$ cat src/sv/tdfa_pkg.sv
// ============================================================================
// tdfa_pkg
// Shared types and constants for the table-driven DFA stepper.
// ============================================================================
`default_nettype none

package tdfa_pkg;

    localparam int unsigned LABEL_W = 8;   // state and symbol characters
    localparam int unsigned SLOT_W  = 4;   // row, column and accept slots
    localparam int unsigned COUNT_W = 5;   // in-use counts
    localparam int unsigned CMD_W   = 3;
    localparam int unsigned CFG_IDX_W = 2;

    // Command codes
    localparam logic [CMD_W-1:0] CMD_STATE_LABEL  = 3'd0;
    localparam logic [CMD_W-1:0] CMD_SYMBOL_LABEL = 3'd1;
    localparam logic [CMD_W-1:0] CMD_TABLE_ENTRY  = 3'd2;
    localparam logic [CMD_W-1:0] CMD_ACCEPT_LABEL = 3'd3;
    localparam logic [CMD_W-1:0] CMD_START        = 3'd4;
    localparam logic [CMD_W-1:0] CMD_STEP         = 3'd5;

    // Configuration register indexes
    localparam logic [CFG_IDX_W-1:0] CFG_STATES_IN_USE  = 2'd0;
    localparam logic [CFG_IDX_W-1:0] CFG_SYMBOLS_IN_USE = 2'd1;
    localparam logic [CFG_IDX_W-1:0] CFG_ACCEPT_COUNT   = 2'd2;

    typedef struct packed {
        logic [CMD_W-1:0]   cmd;
        logic [SLOT_W-1:0]  row_slot;
        logic [SLOT_W-1:0]  col_slot;
        logic [LABEL_W-1:0] char_value;
    } t_in_item;

    typedef struct packed {
        logic [LABEL_W-1:0] prev_state;
        logic [LABEL_W-1:0] new_state;
        logic               accepting;
    } t_out_item;

    // Result of a label search: last matching slot
    typedef struct packed {
        logic              hit;
        logic [SLOT_W-1:0] idx;
    } t_hit;

    typedef enum logic {
        PH_IDLE,
        PH_LOOKUP
    } t_phase;

endpackage

`default_nettype wire

$ cat src/sv/table_driven_dfa_stepper.sv
// ============================================================================
// table_driven_dfa_stepper
// Table-driven DFA over 8-bit state and symbol labels.
// ============================================================================
// Usage:
//   Input channel (i_in_valid / o_in_stall / i_in_data) carries command beats:
//   state label, symbol label, table entry and accept label loads, start
//   (sets the current state) and step (one input symbol).
//   Output channel (o_out_valid / i_out_stall / o_out_data) carries one beat
//   per step: previous state, new state and the accepting flag.
//   Config channel (i_cfg_valid / o_cfg_ready) writes the three in-use counts;
//   it is always ready. Write it only while the block is idle.
//   Flow: load and start beats are taken back to back. A step does the label
//   search and the next-state table read when it is taken, then the result
//   selection and accept search in the lookup phase. The next step needs the
//   updated current state and the table read is registered, so the input
//   stalls in the lookup phase; a new step waits until the last is done.
//   A finished result sits in the output register; while the receiver
//   stalls it holds, loads keep flowing, and a following step waits in its
//   lookup phase until the register drains.
//   Reset: current state clears to zero, counts return to 1, 1 and 0,
//   the output goes empty. Label and table contents are undefined until
//   written; no clearing pass is run.
// ============================================================================
`default_nettype none

module table_driven_dfa_stepper
    import tdfa_pkg::*;
#(
    parameter int unsigned MAX_STATES  = 16,
    parameter int unsigned MAX_SYMBOLS = 16,
    parameter int unsigned MAX_ACCEPT  = 16
) (
    input  wire logic                 i_clk,
    input  wire logic                 i_rst_n,
    // command beats
    input  wire logic                 i_in_valid,
    output logic                      o_in_stall,
    input  wire t_in_item             i_in_data,
    // result beats
    output logic                      o_out_valid,
    input  wire logic                 i_out_stall,
    output t_out_item                 o_out_data,
    // configuration writes
    input  wire logic                 i_cfg_valid,
    output logic                      o_cfg_ready,
    input  wire logic [CFG_IDX_W-1:0] i_cfg_index,
    input  wire logic [COUNT_W-1:0]   i_cfg_data
);

    // Slots are 4 bits wide, so at most 16 entries per bank are reachable
    localparam int unsigned SLOT_N = 1 << SLOT_W;
    localparam int unsigned NS     = (MAX_STATES  < SLOT_N) ? MAX_STATES  : SLOT_N;
    localparam int unsigned NC     = (MAX_SYMBOLS < SLOT_N) ? MAX_SYMBOLS : SLOT_N;
    localparam int unsigned NA     = (MAX_ACCEPT  < SLOT_N) ? MAX_ACCEPT  : SLOT_N;
    localparam int unsigned TBL_DEPTH = NS * NC;
    localparam int unsigned TBL_AW    = (TBL_DEPTH > 1) ? $clog2(TBL_DEPTH) : 1;
    localparam int unsigned FULL_W    = 2 * SLOT_W + 1;

    // ------------------------------------------------------------------
    // Configuration registers
    // ------------------------------------------------------------------
    logic [COUNT_W-1:0] r_states_in_use;
    logic [COUNT_W-1:0] r_symbols_in_use;
    logic [COUNT_W-1:0] r_accept_count;

    assign o_cfg_ready = 1'b1;

    always_ff @(posedge i_clk) begin
        if (!i_rst_n) begin
            r_states_in_use  <= COUNT_W'(1);
            r_symbols_in_use <= COUNT_W'(1);
            r_accept_count   <= '0;
        end else if (i_cfg_valid && o_cfg_ready) begin
            unique case (i_cfg_index)
                CFG_STATES_IN_USE:  r_states_in_use  <= i_cfg_data;
                CFG_SYMBOLS_IN_USE: r_symbols_in_use <= i_cfg_data;
                CFG_ACCEPT_COUNT:   r_accept_count   <= i_cfg_data;
                default: ;  // unmapped index: drop the write
            endcase
        end
    end

    // ------------------------------------------------------------------
    // Input decode
    // ------------------------------------------------------------------
    logic in_beat;
    logic step_beat;
    logic [LABEL_W-1:0] ch;

    assign in_beat   = i_in_valid && !o_in_stall;
    assign step_beat = in_beat && (i_in_data.cmd == CMD_STEP);
    assign ch        = i_in_data.char_value;

    // ------------------------------------------------------------------
    // Label banks
    // ------------------------------------------------------------------
    logic [LABEL_W-1:0] r_cur_state;
    t_hit row_hit;
    t_hit col_hit;
    t_hit acc_hit;
    logic [LABEL_W-1:0] next_state;

    tdfa_labels #(.DEPTH(NS)) u_state_labels (
        .i_clk     (i_clk),
        .i_wr_en   (in_beat && (i_in_data.cmd == CMD_STATE_LABEL)),
        .i_wr_slot (i_in_data.row_slot),
        .i_wr_data (ch),
        .i_key     (r_cur_state),
        .i_count   (r_states_in_use),
        .o_hit     (row_hit)
    );

    tdfa_labels #(.DEPTH(NC)) u_symbol_labels (
        .i_clk     (i_clk),
        .i_wr_en   (in_beat && (i_in_data.cmd == CMD_SYMBOL_LABEL)),
        .i_wr_slot (i_in_data.col_slot),
        .i_wr_data (ch),
        .i_key     (ch),
        .i_count   (r_symbols_in_use),
        .o_hit     (col_hit)
    );

    tdfa_labels #(.DEPTH(NA)) u_accept_labels (
        .i_clk     (i_clk),
        .i_wr_en   (in_beat && (i_in_data.cmd == CMD_ACCEPT_LABEL)),
        .i_wr_slot (i_in_data.row_slot),
        .i_wr_data (ch),
        .i_key     (next_state),
        .i_count   (r_accept_count),
        .o_hit     (acc_hit)
    );

    // ------------------------------------------------------------------
    // Next-state table memory
    // ------------------------------------------------------------------
    logic [FULL_W-1:0] wr_full;
    logic [FULL_W-1:0] rd_full;
    logic              tbl_wr_en;
    logic [LABEL_W-1:0] tbl_rd_data;

    // Row-major slot address: row * NC + column
    assign wr_full = FULL_W'(i_in_data.row_slot) * FULL_W'(NC) + FULL_W'(i_in_data.col_slot);
    assign rd_full = FULL_W'(row_hit.idx) * FULL_W'(NC) + FULL_W'(col_hit.idx);

    // Drop table loads outside the configured array
    assign tbl_wr_en = in_beat && (i_in_data.cmd == CMD_TABLE_ENTRY)
                     && (32'(i_in_data.row_slot) < NS)
                     && (32'(i_in_data.col_slot) < NC);

    tdfa_ram #(.WIDTH(LABEL_W), .DEPTH(TBL_DEPTH)) u_next_table (
        .i_clk     (i_clk),
        .i_wr_en   (tbl_wr_en),
        .i_wr_addr (TBL_AW'(wr_full)),
        .i_wr_data (ch),
        .i_rd_en   (step_beat),
        .i_rd_addr (TBL_AW'(rd_full)),
        .o_rd_data (tbl_rd_data)
    );

    // ------------------------------------------------------------------
    // Step context held across the lookup phase
    // ------------------------------------------------------------------
    logic               r_row_hit;
    logic               r_col_hit;
    logic [LABEL_W-1:0] r_prev;
    logic [LABEL_W-1:0] r_sym;

    always_ff @(posedge i_clk) begin
        if (step_beat) begin
            r_row_hit <= row_hit.hit;
            r_col_hit <= col_hit.hit;
            r_prev    <= r_cur_state;
            r_sym     <= ch;
        end
    end

    // A state-label hit means the label equals the previous state; a
    // symbol-label hit means it equals the input symbol.
    always_comb begin
        priority if (r_row_hit && r_col_hit) begin
            next_state = tbl_rd_data;
        end else if (r_row_hit) begin
            next_state = r_prev;
        end else if (r_col_hit) begin
            next_state = r_sym;
        end else begin
            next_state = '0;
        end
    end

    // ------------------------------------------------------------------
    // Control: idle / lookup
    // ------------------------------------------------------------------
    t_phase r_phase;
    t_phase n_phase;
    logic   out_load;

    always_ff @(posedge i_clk) begin
        if (!i_rst_n) begin
            r_phase <= PH_IDLE;
        end else begin
            r_phase <= n_phase;
        end
    end

    always_comb begin
        n_phase    = r_phase;
        o_in_stall = 1'b0;
        out_load   = 1'b0;
        unique case (r_phase)
            PH_IDLE: begin
                if (step_beat) begin
                    n_phase = PH_LOOKUP;
                end
            end
            PH_LOOKUP: begin
                o_in_stall = 1'b1;
                // finish only once the output register can take the beat
                if (!o_out_valid || !i_out_stall) begin
                    out_load = 1'b1;
                    n_phase  = PH_IDLE;
                end
            end
            default: n_phase = PH_IDLE;
        endcase
    end

    // ------------------------------------------------------------------
    // Current state
    // ------------------------------------------------------------------
    always_ff @(posedge i_clk) begin
        if (!i_rst_n) begin
            r_cur_state <= '0;
        end else if (out_load) begin
            r_cur_state <= next_state;
        end else if (in_beat && (i_in_data.cmd == CMD_START)) begin
            r_cur_state <= ch;
        end
    end

    // ------------------------------------------------------------------
    // Output register
    // ------------------------------------------------------------------
    always_ff @(posedge i_clk) begin
        if (!i_rst_n) begin
            o_out_valid <= 1'b0;
        end else if (out_load) begin
            o_out_valid <= 1'b1;
        end else if (!i_out_stall) begin
            o_out_valid <= 1'b0;
        end
    end

    always_ff @(posedge i_clk) begin
        if (out_load) begin
            o_out_data.prev_state <= r_prev;
            o_out_data.new_state  <= next_state;
            o_out_data.accepting  <= acc_hit.hit;
        end
    end

endmodule

`default_nettype wire

$ cat src/sv/tdfa_ram.sv
// ============================================================================
// tdfa_ram
// Generic single-write, single-read RAM with registered read data.
// ============================================================================
`default_nettype none

module tdfa_ram #(
    parameter int unsigned WIDTH = 8,
    parameter int unsigned DEPTH = 256,
    localparam int unsigned AW   = (DEPTH > 1) ? $clog2(DEPTH) : 1
) (
    input  wire logic             i_clk,
    input  wire logic             i_wr_en,
    input  wire logic [AW-1:0]    i_wr_addr,
    input  wire logic [WIDTH-1:0] i_wr_data,
    input  wire logic             i_rd_en,
    input  wire logic [AW-1:0]    i_rd_addr,
    output logic      [WIDTH-1:0] o_rd_data
);

    logic [WIDTH-1:0] r_mem [DEPTH];

    always_ff @(posedge i_clk) begin
        if (i_wr_en) begin
            r_mem[i_wr_addr] <= i_wr_data;
        end
        if (i_rd_en) begin
            o_rd_data <= r_mem[i_rd_addr];
        end
    end

endmodule

`default_nettype wire

$ cat src/sv/tdfa_labels.sv
// ============================================================================
// tdfa_labels
// Label bank: written one slot at a time, searched in parallel for the last
// slot below the in-use count whose label equals the key.
// ============================================================================
`default_nettype none

module tdfa_labels
    import tdfa_pkg::*;
#(
    parameter int unsigned DEPTH = 16
) (
    input  wire logic               i_clk,
    input  wire logic               i_wr_en,
    input  wire logic [SLOT_W-1:0]  i_wr_slot,
    input  wire logic [LABEL_W-1:0] i_wr_data,
    input  wire logic [LABEL_W-1:0] i_key,
    input  wire logic [COUNT_W-1:0] i_count,
    output t_hit                    o_hit
);

    localparam int unsigned AW = (DEPTH > 1) ? $clog2(DEPTH) : 1;

    logic [LABEL_W-1:0] r_label [DEPTH];

    // Drop writes to slots beyond the bank
    always_ff @(posedge i_clk) begin
        if (i_wr_en && (32'(i_wr_slot) < DEPTH)) begin
            r_label[i_wr_slot[AW-1:0]] <= i_wr_data;
        end
    end

    always_comb begin
        o_hit = '0;
        for (int i = 0; i < DEPTH; i++) begin
            if ((r_label[i] == i_key) && (COUNT_W'(i) < i_count)) begin
                o_hit.hit = 1'b1;
                o_hit.idx = SLOT_W'(i);
            end
        end
    end

endmodule

`default_nettype wire

$ cat config.mk
export PLATFORM = sky130hd
export DESIGN_NAME = table_driven_dfa_stepper
export DESIGN_NICKNAME = d
export VERILOG_FILES = /design/src/sv/tdfa_pkg.sv /design/src/sv/table_driven_dfa_stepper.sv /design/src/sv/tdfa_ram.sv /design/src/sv/tdfa_labels.sv
export SDC_FILE = /design/constraint.sdc
export NUM_CORES = 2
export LEC_CHECK = 0
export BUFFER_PORTS_ARGS = -buffer_cell sky130_fd_sc_hd__buf_2
export CAP_MARGIN = 20
export CORE_MARGIN = 3
export CORE_UTILIZATION = 45
export DETAILED_ROUTE_END_ITERATION = 8
export GPL_TIMING_DRIVEN = 1
export MAX_ROUTING_LAYER = met4
export SYNTH_ARGS = -nofsm -noshare
export SYNTH_HDL_FRONTEND = slang
export SYNTH_SLANG_ARGS = --single-unit
export TNS_END_PERCENT = 20
$ cat constraint.sdc
create_clock -name i_clk -period 5.57 [get_ports i_clk]
set_input_delay 0.2785 -clock i_clk [delete_from_list [all_inputs] [get_ports i_clk]]
set_output_delay 0.2785 -clock i_clk [all_outputs]
set_load 0.01 [all_outputs]
==> impl_metrics.tcl <==
set metrics [dict create \
    power_leakage_nw 39.0 \
    first_iter_violations 8455 \
    postSynthAreaPerCell_um2 14.6 \
    finalHoldViolations 0 \
    reg2reg_setup_slack_ns 0.20 \
    hold_class "primary input to register" \
    crit_fanout 43 \
    port_buffers 49 \
    tightest_slew_ns 1.27 \
    area_growth_pct 13.7 \
    wl_mm 314 \
    synth_area_mm2 0.101 \
    path_clk_slew_ns 0.06 \
    final_util 0.516 \
    pwr_density_cell_mw_per_mm2 335 \
    synth-edff-count 2475 \
    grt_pass1_wl_mm 446 \
    clock_sinks 2500 \
    root_buffer "clkbuf_16" \
    antenna_found_initial 23 \
    whs_ns 0.0272 \
    gp_congestion 0.920 \
    yosysWarningCount 0 \
    period_needed_ns 5.47 \
    grt.total_usage 0.276 \
    finalMaxSlewViolations 0 \
    internal_power_mw 30.7 \
    drv_cap 0 \
    multi_input_area_mm2 0.0243 \
    clk_latency_ns 0.93 \
    synth_top_area_frac 0.734 \
    ys_top_cells_by_area "edfxtp_1, nand2_1, mux2i_1" \
    num_io_pins 51 \
    r2r_cells 16 \
    core_area_mm2 0.223 \
    yosysTopAreaCell "edfxtp_1" \
    maxSlewHeadroom 0.153 \
    viasPerCell 6.05 \
    cts_buffers 276 \
    vias 62863 \
    swShare 0.204 \
    synth_top_flop_cell "edfxtp_1" \
    finClkSkew_ns 0.0372 \
    seq_area_frac_synth 0.739 \
    drc 0 \
    finalSetupViolCount 0 \
    seq_power_share 0.536 \
    placed_area_mm2 0.107 \
    initial_core_util 0.454 \
    grt_max_degree 178 \
    grt.overflow.total 0 \
    die_h_um 480 \
    fillers 18483 \
    wl_per_cell_um 30.2 \
    r2r_end "u_next_table.o_rd_data[1]" \
    endpoint_kind "register" \
    dp.final_hpwl_mm 195 \
    ant_nets 0 \
    ys_ff_latch 2500 \
    rsz0062_at_grt "no" \
    synthCells 6939 \
    syn-num-nets 6970 \
    ys_types 90 \
    switchingPower_mw 7.89 \
    drive_above_1_share 0.121 \
    cts_tree "done" \
    crit_start "i_in_data[2]" \
    crit_arrival_ns 6.12 \
    clkPwrFrac 0.441 \
    register_area_mm2 0.0748 \
    std_cell_rows 173 \
    fin_setup_tns_ns 0 \
    power_frac_comb 0.023 \
    status "finished, final reports clean" \
    async_flop_share 0 \
    r2r-start "r_symbols_in_use[2]" \
    crit_required_ns 6.21 \
    nNetsFinal 7257 \
    first_pass_iters 8 \
    clock.fmax_ghz 0.183 \
    h-tree-depth 5 \
    grt_pass1_vias 60164 \
    die_w_um 480 \
    finalInstanceArea_mm2 0.115 \
    clockBufferDepth 4 \
    min_period_over_period 0.983 \
    die_area_mm2 0.231 \
    critical_path.endpoint "u_next_table.o_rd_data[1]" \
    finalPower_mw 38.6 \
    worstSetupStartpointType "primary input" \
    ir_worst_vdd_mv 0.277 \
    worstSetupPathType "primary input to register" \
]
[worst min-delay path by stage]
stage,start,endpoint,slack (ns),cells past startpoint
after floorplan,i_in_data[0],r_sym[0],0.38,0
after global placement,r_prev[6],o_out_data[15],0.46,0
after detailed placement,r_prev[6],o_out_data[15],0.46,0
after CTS,i_in_data[15],u_accept_labels.r_label[15][2],0.007,3
after global routing,i_in_data[15],u_state_labels.r_label[15][4],0.05,3
final,i_in_valid,r_cur_state[5],0.03,5
[power by group through the flow]
stage / Clock [mW] / Combinational (mW) / Sequential [mW]
final: 17.0 / 0.881 / 20.7
after global routing: 17.9 / 0.926 / 20.7
after CTS: 17.2 / 0.879 / 20.7
after detailed placement: 0 / 0.859 / 21.1
after global placement: 0 / 0.845 / 21.1
after floorplan: 0 / 0.289 / 21.1
[area by class of cell]
class                   count  area share
flip-flops and latches   2500       0.650
multi-input cells        3991       0.211
clock buffers             351      0.0644
repair buffers            452      0.0350
well taps                2975      0.0323
clock inverters           106     0.00660
diodes                     12    0.000261
inverters                   5    0.000163
[kinds of logic (layout without fill, tap and decap cells)]
logic type	Yosys count	after routing	share of synthesized area
buffers and inverters	448	914	0.0232
flip-flops	2500	2500	0.739
other	1	13	0.0000370
multiplexers	406	406	0.0479
XOR/XNOR	384	384	0.0332
AND/OR/NAND/NOR	2263	2263	0.0974
AO/OA/AOI/OAI	937	937	0.0592
[cell usage in the layout, fill, tap and decap left out, types with 77 or more instances in the layout]
cell	instances
nor2_1	372
xor2_1	128
nand2_1	1131
nor4_1	77
a21oi_1	357
xnor2_1	256
nor3_1	108
o22ai_1	107
mux2i_1	330
edfxtp_1	2475
clkbuf_16	285
o21ai_0	105
nand3_1	331
buf_4	324
[worst max-delay path, stage by stage]
cell and delay (ns):
buf_8 0.23, dlygate4sd3_1 1.02, buf_4 0.29, xor2_1 0.08, nor4_1 0.26, nand4_1 0.37, and4_2 0.42, o21a_4 0.24
nand3_4 0.16, buf_12 0.27, buf_12 0.35, o22ai_1 0.16, a311oi_1 0.26, or3_1 0.27, and3_1 0.37, nand4_1 0.45
a211o_1 0.44
[sequential cells by signal, indices dropped and copies added, names as in the netlist]
| register | cells |
|---|---|
| u_symbol_labels.r_label | 128 |
| u_next_table.o_rd_data | 8 |
| r_symbols_in_use | 5 |
| r_accept_count | 5 |
| r_states_in_use | 5 |
| r_prev | 8 |
| o_out_data | 17 |
| o_out_valid | 1 |
| r_row_hit | 1 |
| r_sym | 8 |
| u_accept_labels.r_label | 128 |
| r_phase | 1 |
| u_next_table.r_mem | 2048 |
| r_cur_state | 8 |
| u_state_labels.r_label | 128 |
| r_col_hit | 1 |
[synth_stat cells (all sizes together) (6+ instances only)]
library cell	count
edfxtp	2475
nand2	1145
nor2	379
a21oi	357
nand3	337
mux2i	330
buf	280
xnor2	256
clkbuf	163
xor2	128
nor3	112
o21ai	112
o22ai	107
nor4	79
nand4	73
a31oi	68
mux4	61
o221ai	42
a211oi	36
a311oi	31
or3	30
nor2b	29
dfxtp	25
and3	22
a2111oi	20
and2	16
mux2	15
o211ai	11
a211o	10
a221oi	10
a22o	10
a22oi	10
o32ai	10
o41ai	10
or4	10
o311ai	9
a21boi	8
a221o	8
o21a	8
o31ai	8
nand2b	7
or2	7
a21o	6
a311o	6
[timing repair]
item | 4_1_cts | 5_1_grt
gates cloned | 0 | 0
resized for setup | 2 | 9
hold buffers | 28 | 0
setup endpoints to repair | 2 | 7
setup buffers | 0 | 0
hold endpoints to repair | 203 | 0
[per-stage QoR]
stage,std cells,worst slack [ns]
after floorplan,6939,1.66
after global placement,9891,-0.253
after detailed placement,9892,-0.370
after CTS,10377,0.0240
after global routing,10387,0.0116
final,10392,0.0972
[layer usage]
metal | up-vias | track usage | routed length (µm)
met3 | 699 | 0.0475 | 29200
li1 | 26808 | - | -
met5 | - | - | 0
met1 | 32005 | 0.372 | 125000
met2 | 3351 | 0.418 | 145000
met4 | 0 | 0.111 | 14400
Power figures use the tool's default switching activity.
